==> config.mk <==
export PLATFORM = sky130hd
export DESIGN_NAME = masked_hamming_row_scorer
export DESIGN_NICKNAME = d
export VERILOG_FILES = /design/src/rtl/core/mhrs_pkg.sv /design/src/rtl/core/masked_hamming_row_scorer.sv
export VERILOG_INCLUDE_DIRS = /design/src /design/src/rtl/core
export SDC_FILE = /design/constraint.sdc
export NUM_CORES = 2
export LEC_CHECK = 0
export ABC_AREA = 1
export BUFFER_PORTS_ARGS = -buffer_cell sky130_fd_sc_hd__buf_2
export CAP_MARGIN = 20
export CORE_MARGIN = 4
export CORE_UTILIZATION = 38
export DETAILED_ROUTE_END_ITERATION = 10
export SYNTH_ARGS = -nofsm -noshare
export SYNTH_HDL_FRONTEND = slang
export SYNTH_SLANG_ARGS = --single-unit
==> constraint.sdc <==
create_clock -name clock -period 10.9 [get_ports clock]
set_input_delay 2.18 -clock clock [delete_from_list [all_inputs] [get_ports clock]]
set_output_delay 2.18 -clock clock [all_outputs]
set_load 0.01 [all_outputs]
==> src/rtl/core/masked_hamming_row_scorer_defines.svh <==
// ----------------------------------------------------------------------------
// Masked Hamming row scorer assertion macros
// Concurrent assertion wrappers, empty when SYNTH is defined.
// ----------------------------------------------------------------------------
`ifndef MASKED_HAMMING_ROW_SCORER_DEFINES_SVH
`define MASKED_HAMMING_ROW_SCORER_DEFINES_SVH

`ifndef SYNTH
// property holds in every cycle
`define MHRS_ASSERT(label, clk, rst, prop, msg) \
   label: assert property (@(posedge clk) disable iff (rst) (prop)) else $error(msg);
// consequent holds in the cycle after antecedent
`define MHRS_ASSERT_NEXT(label, clk, rst, ante, cons, msg) \
   label: assert property (@(posedge clk) disable iff (rst) (ante) |=> (cons)) else $error(msg);
`else
`define MHRS_ASSERT(label, clk, rst, prop, msg)
`define MHRS_ASSERT_NEXT(label, clk, rst, ante, cons, msg)
`endif

`endif

==> src/rtl/core/mhrs_pkg.sv <==
// ----------------------------------------------------------------------------
// Masked Hamming row scorer package
// Widths, request kinds and the popcount/saturation helpers.
// ----------------------------------------------------------------------------
`default_nettype none

package mhrs_pkg;

   localparam int ROW_WORDS   = 16;
   localparam int INDEX_W     = 4;
   localparam int QUERY_DEPTH = 16;
   localparam int WORD_W      = 64;
   localparam int PC_W        = 7;
   localparam int COUNT_W     = 11;
   localparam int SCORE_W     = 13;
   localparam int DIFF_W      = 15;
   localparam int REQ_TDATA_W = 136;
   localparam int RSP_TDATA_W = 16;

   localparam logic [INDEX_W-1:0] LAST_INDEX  = INDEX_W'(ROW_WORDS - 1);
   localparam logic [INDEX_W-1:0] FIRST_INDEX = '0;
   localparam logic [COUNT_W-1:0] COUNT_MAX   = '1;

   localparam logic signed [DIFF_W-1:0] SCORE_MIN = -DIFF_W'(2048);
   localparam logic signed [DIFF_W-1:0] SCORE_MAX = DIFF_W'(2048);

   typedef enum logic [0:0] {
      KIND_QUERY = 1'b0,
      KIND_ROW   = 1'b1
   } kind_type;

   function automatic logic [PC_W-1:0] popcount64(input logic [WORD_W-1:0] x);
      logic [WORD_W-1:0] v;
      v = x - ((x >> 1) & 64'h5555_5555_5555_5555);
      v = (v & 64'h3333_3333_3333_3333) + ((v >> 2) & 64'h3333_3333_3333_3333);
      v = (v + (v >> 4)) & 64'h0f0f_0f0f_0f0f_0f0f;
      v = v + (v >> 8);
      v = v + (v >> 16);
      v = v + (v >> 32);
      return v[PC_W-1:0];
   endfunction

   function automatic logic [COUNT_W-1:0] sat_add(input logic [COUNT_W-1:0] acc,
                                                  input logic [PC_W-1:0] add);
      logic [COUNT_W:0] sum;
      sum = {1'b0, acc} + (COUNT_W + 1)'(add);
      return sum[COUNT_W] ? COUNT_MAX : sum[COUNT_W-1:0];
   endfunction

endpackage

`default_nettype wire

==> src/rtl/core/masked_hamming_row_scorer.sv <==
// ----------------------------------------------------------------------------
// Masked Hamming row scorer
// Stores a ternary query (sign and care mask) and scores row words against
// it, giving 2*mask_count - 4*mismatches clamped to +-2048 on each row's last word.
// ----------------------------------------------------------------------------
// A row's score goes through the s1, s2 and score registers after its last word
// is accepted. Throughput: one request per cycle while rsp is not stalled; set by the
// single popcount and accumulate stage that reads the query register file.
// Reset: clears valid flags, mask count and mismatch total; the query store
// holds no defined value until loaded.
`default_nettype none

`include "masked_hamming_row_scorer_defines.svh"

module masked_hamming_row_scorer (
   input  wire logic                             clock,
   input  wire logic                             reset,
   input  wire logic                             req_tvalid,
   output      logic                             req_tready,
   // word_index[3:0], data_word[67:4], mask_word[131:68], zero pad
   input  wire logic [mhrs_pkg::REQ_TDATA_W-1:0] req_tdata,
   // kind[0]
   input  wire logic                             req_tuser,
   output      logic                             rsp_tvalid,
   input  wire logic                             rsp_tready,
   // score[12:0], zero pad
   output      logic [mhrs_pkg::RSP_TDATA_W-1:0] rsp_tdata
);
   import mhrs_pkg::*;

   logic [WORD_W-1:0]  query_sign_ff [QUERY_DEPTH];
   logic [WORD_W-1:0]  query_mask_ff [QUERY_DEPTH];

   logic               s1_valid_ff, s1_valid_in;
   kind_type           s1_kind_ff;
   logic [INDEX_W-1:0] s1_index_ff;
   logic [WORD_W-1:0]  s1_data_ff;
   logic [WORD_W-1:0]  s1_mask_ff;

   logic [COUNT_W-1:0] mask_count_ff, mask_count_in;
   logic [COUNT_W-1:0] mismatch_ff, mismatch_in;

   logic               s2_valid_ff, s2_valid_in;
   logic [COUNT_W-1:0] s2_mask_count_ff;
   logic [COUNT_W-1:0] s2_mismatch_ff;

   logic               rsp_valid_ff, rsp_valid_in;
   logic [SCORE_W-1:0] score_ff, score_in;

   logic               req_accept;
   logic               s1_emit, s1_advance, s1_is_row, s1_query_write;
   logic               s2_load, s2_advance, out_ready;
   logic [PC_W-1:0]    mask_pc, miss_pc;
   logic [COUNT_W-1:0] miss_base;
   logic signed [DIFF_W-1:0] diff;

   // handshake
   assign out_ready  = !rsp_valid_ff || rsp_tready;
   assign s2_advance = s2_valid_ff && out_ready;
   assign s1_is_row  = (s1_kind_ff == KIND_ROW);
   assign s1_emit    = s1_is_row && (s1_index_ff == LAST_INDEX);
   assign s1_advance = s1_valid_ff && (!s1_emit || !s2_valid_ff || out_ready);
   assign req_tready = !s1_valid_ff || s1_advance;
   assign req_accept = req_tvalid && req_tready;
   assign s2_load    = s1_advance && s1_emit;
   assign s1_query_write = s1_advance && !s1_is_row;

   // scoring stage
   always_comb begin
      mask_pc   = popcount64(s1_mask_ff);
      miss_pc   = popcount64((s1_data_ff ^ query_sign_ff[s1_index_ff])
                             & query_mask_ff[s1_index_ff]);
      miss_base = (s1_index_ff == FIRST_INDEX) ? '0 : mismatch_ff;

      mask_count_in = mask_count_ff;
      mismatch_in   = mismatch_ff;
      if (s1_advance) begin
         if (s1_is_row) begin
            mismatch_in = sat_add(miss_base, miss_pc);
         end else if (s1_index_ff == FIRST_INDEX) begin
            mask_count_in = COUNT_W'(mask_pc);
         end else begin
            mask_count_in = sat_add(mask_count_ff, mask_pc);
         end
      end

      s1_valid_in  = req_accept ? 1'b1 : (s1_advance ? 1'b0 : s1_valid_ff);
      s2_valid_in  = s2_load ? 1'b1 : (s2_advance ? 1'b0 : s2_valid_ff);
      rsp_valid_in = s2_advance ? 1'b1 : (rsp_tready ? 1'b0 : rsp_valid_ff);
   end

   // score and clamp
   always_comb begin
      diff = $signed({3'b000, s2_mask_count_ff, 1'b0})
           - $signed({2'b00, s2_mismatch_ff, 2'b00});
      if (diff < SCORE_MIN) begin
         score_in = SCORE_MIN[SCORE_W-1:0];
      end else if (diff > SCORE_MAX) begin
         score_in = SCORE_MAX[SCORE_W-1:0];
      end else begin
         score_in = diff[SCORE_W-1:0];
      end
   end

   always_ff @(posedge clock) begin
      if (reset) begin
         s1_valid_ff   <= 1'b0;
         s2_valid_ff   <= 1'b0;
         rsp_valid_ff  <= 1'b0;
         mask_count_ff <= '0;
         mismatch_ff   <= '0;
      end else begin
         s1_valid_ff   <= s1_valid_in;
         s2_valid_ff   <= s2_valid_in;
         rsp_valid_ff  <= rsp_valid_in;
         mask_count_ff <= mask_count_in;
         mismatch_ff   <= mismatch_in;
      end
   end

   always_ff @(posedge clock) begin
      if (req_accept) begin
         s1_kind_ff  <= kind_type'(req_tuser);
         s1_index_ff <= req_tdata[INDEX_W-1:0];
         s1_data_ff  <= req_tdata[INDEX_W +: WORD_W];
         s1_mask_ff  <= req_tdata[INDEX_W + WORD_W +: WORD_W];
      end
      if (s2_load) begin
         s2_mask_count_ff <= mask_count_ff;
         s2_mismatch_ff   <= mismatch_in;
      end
      if (s2_advance) begin
         score_ff <= score_in;
      end
   end

   // query register file
   always_ff @(posedge clock) begin
      if (s1_query_write) begin
         query_sign_ff[s1_index_ff] <= s1_data_ff;
         query_mask_ff[s1_index_ff] <= s1_mask_ff;
      end
   end

   assign rsp_tvalid = rsp_valid_ff;
   assign rsp_tdata  = {{(RSP_TDATA_W - SCORE_W){1'b0}}, score_ff};

   `MHRS_ASSERT_NEXT(a_accept_fills, clock, reset, req_accept, s1_valid_ff, "accepted request lost")
   `MHRS_ASSERT_NEXT(a_emit_moves, clock, reset, s2_load, s2_valid_ff, "row end did not reach score stage")
   `MHRS_ASSERT_NEXT(a_mask_restart, clock, reset, s1_query_write && (s1_index_ff == FIRST_INDEX), mask_count_ff == COUNT_W'($past(mask_pc)), "mask count restart wrong")
   `MHRS_ASSERT(a_score_range, clock, reset, !rsp_valid_ff || (($signed(score_ff) >= -SCORE_W'(2048)) && ($signed(score_ff) <= SCORE_W'(2048))) || (score_ff == SCORE_MAX[SCORE_W-1:0]), "score out of range")

endmodule

`default_nettype wire

==> impl_summary.log <==
[metrics] leading area contributor after synthesis: sky130_fd_sc_hd__edfxtp_1
[metrics] maximum fanout count along the critical path: 54
[metrics] total clock buffers created by CTS: between 200 and 250
[metrics] number of antenna violations at the first check in global routing: 13
[metrics] compound-gate portion of the synthesized area: ~7.5%
[metrics] post-synthesis to final-layout area growth: 13.7%
[metrics] Longest Clk Path Bufs: 3
[metrics] worst-path cell with the longest stage delay: sky130_fd_sc_hd__fa_1
[metrics] clock sink count: approximately 2200
[metrics] proportion of synthesized area in mux cells: less than 1%
[metrics] post-route clock period utilization: between 90 and 100%
[metrics] critical path type: reg -> reg
[metrics] final critical-path setup slack: 0.750 ns
[metrics] terminating pin of the worst hold path: s2_mask_count_ff[10]$_DFFE_PP_
[metrics] Top Family by Delay on Critical Path: compound AO/OA/AOI/OAI gates
[metrics] count of pins on the block boundary: about 160
[metrics] crit path buf inv count: 12
[metrics] Yosys warning count: 0
[metrics] Final #Nets: 9865
[metrics] worst reg2reg setup slack: between 0.7 and 0.8 ns
[metrics] cell area after layout: 117000 sq um
[metrics] final weighted congestion in routability-driven placement: approximately 0.95
[metrics] top cells by area, synth: sky130_fd_sc_hd__edfxtp_1, sky130_fd_sc_hd__nand2_1, sky130_fd_sc_hd__nand3_1, sky130_fd_sc_hd__ha_1, sky130_fd_sc_hd__inv_1
[metrics] depth of the most critical reg-to-reg path: 50
[metrics] startpoint type of the worst setup path: flip-flop
[metrics] Yosys top cell area share: between 60 and 70%
[metrics] setup repair after global routing missed its margin: false
[metrics] root cell of the clock tree: sky130_fd_sc_hd__clkbuf_16
[metrics] Worst slew margin: 19.1%
[metrics] Die ar.: around 280000 sq um
[metrics] endpoints failing hold: 0
[metrics] fraction of final layout cells sized beyond drive strength 1: 8.95%
[metrics] synthesized-area fraction occupied by xor and xnor cells: about 1.6%
[metrics] max-cap violation count: 0
[metrics] proportion of synthesized flip-flops having asynchronous set or reset: 0%
[metrics] Synth Cell Area: between 100000 and 150000 sq um
[metrics] clock latency reported for the late side of the worst-skew pair: approximately 0.89 ns
[metrics] Util after Layout: 43.5%
[metrics] HPWL after DPL: about 170 mm
[metrics] average cell area after synthesis: roughly 11 sq um
[metrics] critical path's largest stage delay: roughly 0.6 ns
[metrics] endpoint kind of the worst setup timing path: flip-flop
[metrics] total setup violations reported at the end of the flow: 0
[metrics] hold path depth: 0
[metrics] final slew viol count: 0
[metrics] Crit Reg-Reg Endpoint: s2_mismatch_ff[10]$_DFFE_PP_
[metrics] ys flop type: sky130_fd_sc_hd__edfxtp_1
[metrics] largest family of logic cells by synthesized area: simple AND/OR/NAND/NOR gates
[metrics] highest-count cells in the layout ignoring fill and taps: sky130_fd_sc_hd__edfxtp_1, sky130_fd_sc_hd__nand2_1, sky130_fd_sc_hd__nand3_1
[metrics] total overflow reported by the global router: 0
[metrics] startpoint of the most critical hold path: mask_count_ff[10]$_SDFFE_PP0P_
[metrics] outcome: complete, no violations
[metrics] floorplan die width: 527 um
[metrics] vias per inst: between 5 and 6
[metrics] Placement Cell Area: approximately 110000 sq um
[metrics] pin count of the biggest net entering global routing: around 160
[metrics] pre-CTS setup slack: 0.739 ns
[metrics] final worst clock skew: between 0.08 and 0.09 ns
[metrics] die height: 527 um
[metrics] clock transition at the registers of the reported paths: roughly 0.070 ns
[metrics] setup TNS: 0 ns
[metrics] Gate Count Post-Synth: between 9000 and 10000
[metrics] Hold-fix buffers, CTS: 0
[metrics] average routed wire per standard cell: roughly 23 um
[metrics] fmax: just under 100 MHz
[metrics] CP Data Required Time: roughly 12 ns
[metrics] Port-buffer cells: 150
[metrics] global-route usage over all layers: between 20% and 30%
[metrics] core region area: ~270000 sq um
[metrics] CTS H-tree depth: 4
[metrics] EDFF count, synth: roughly 2200
[metrics] Site Rows: 190
[metrics] via count of the first global-routing pass: ~67000
[metrics] slew at the pin closest to its max-slew limit: 1.21 ns
[metrics] proportion of synthesized chip area in sequential cells: between 60% and 70%
[metrics] basic-gate share of the synthesized area counting and, or, nand and nor cells: ~15%
[metrics] minimum period implied by the final worst setup slack: roughly 10 ns
[metrics] critical path arrival: 10.90 ns
[metrics] via count: 69700
[metrics] Initial DRT Pass Iterations: 5
[metrics] total detailed-routing wirelength: 299 mm
[metrics] first-pass GRT wire length: between 400 and 500 mm
[metrics] most common library cell in the layout ignoring fill and taps: sky130_fd_sc_hd__edfxtp_1
[metrics] drc violations: 0
[metrics] number of library cell types mapped by synthesis: slightly below 60
[metrics] number of violations reported at the end of detailed-routing iteration 0: slightly below 7000
[metrics] CTS tree: done
[metrics] starting utilization of the core area: around two fifths
[metrics] antenna-violating nets left: 0
[metrics] synthesized flop and latch total: around 2200
[metrics] class of the tightest hold or removal check: reg -> reg
[metrics] Adder-Cell Fraction of Synth Area: under 10%
==> flip-flops by register name, summed over array words and instances (netlist names), named ones only <==
signal and count:
query_mask_ff 1024, query_sign_ff 1024, s1_data_ff 64, s1_mask_ff 64, score_ff 12, mask_count_ff 11, mismatch_ff 11, s2_mask_count_ff 11
s2_mismatch_ff 11, s1_index_ff 4, rsp_tvalid 1, s1_is_row 1, s1_valid_ff 1, s2_valid_ff 1
==> cell families after synthesis <==
family	after synthesis
XOR/XNOR	187
AND/OR/NAND/NOR	3786
flip-flops	2244
multiplexers	2
buffers and inverters	1194
other	1
adder cells (fa/ha/maj)	390
AO/OA/AOI/OAI	1293
==> worst max-delay path by stage <==
stage	endpoint	slack (ns)	cells past startpoint
finish	s2_mismatch_ff[10]$_DFFE_PP_	0.75	50
global route	mismatch_ff[4]$_SDFF_PP0_	0.03	54
CTS	mismatch_ff[3]$_SDFF_PP0_	0.60	51
detailed placement	mismatch_ff[2]$_SDFF_PP0_	0.74	48
global placement	mismatch_ff[2]$_SDFF_PP0_	0.74	48
floorplan	s2_mismatch_ff[6]$_DFFE_PP_	1.78	58
==> synth_stat cells, types with 28 or more instances <==
master and count:
sky130_fd_sc_hd__inv_1 728, sky130_fd_sc_hd__o21ai_0 462, sky130_fd_sc_hd__o211ai_1 57, sky130_fd_sc_hd__ha_1 325, sky130_fd_sc_hd__nor2_1 712, sky130_fd_sc_hd__xor2_1 166
sky130_fd_sc_hd__o22ai_1 97, sky130_fd_sc_hd__buf_1 37, sky130_fd_sc_hd__edfxtp_1 2215, sky130_fd_sc_hd__clkbuf_1 137, sky130_fd_sc_hd__nand2_1 2008, sky130_fd_sc_hd__buf_4 58
sky130_fd_sc_hd__o21ai_1 52, sky130_fd_sc_hd__nand3_1 949, sky130_fd_sc_hd__fa_1 65, sky130_fd_sc_hd__a21oi_1 364, sky130_fd_sc_hd__a221oi_1 50, sky130_fd_sc_hd__nand4_1 33
sky130_fd_sc_hd__buf_2 198, sky130_fd_sc_hd__a32o_1 28, sky130_fd_sc_hd__dfxtp_1 29, sky130_fd_sc_hd__o221ai_1 71
==> metrics by stage <==
| step | instances | hold slack [ns] |
|---|---|---|
| after detailed placement | 12600 | 0.457 |
| after global placement | 12600 | 0.450 |
| after CTS | 13100 | 0.486 |
| after global routing | 13100 | 0.489 |
| after floorplan | 9100 | 0.430 |
| final | 13100 | 0.481 |
==> layout make-up <==
type                       instances  area (sq um)
clock inverter                   154          1870
sequential                      2244         67100
fill                           24600        152000
timing repair buffer             439          3700
multi-input combinational       5662         30600
tap                             3552          4440
inverter                         757          2900
antenna                            8          20.0
clock buffer                     274          5960
==> timing repair <==
| action | in CTS | in global routing |
|---|---|---|
| buffers inserted | 0 | 12 |
| endpoints found under the setup margin | 0 | 22 |
| gates resized for setup | 0 | 15 |
==> per-layer routing <==
metal | GRT usage [%] | vias up | part of all wire [%]
met5 | 0 | - | 0
met4 | 7.31 | 0 | 3.5
met3 | 2.73 | 461 | 6.1
met2 | 34.6 | 2387 | 48
met1 | 28.3 | 34600 | 43
li1 | - | 32300 | -
Power is not shown: default switching activity piles up to over one toggle a cycle in this logic, so the estimate is an artifact.
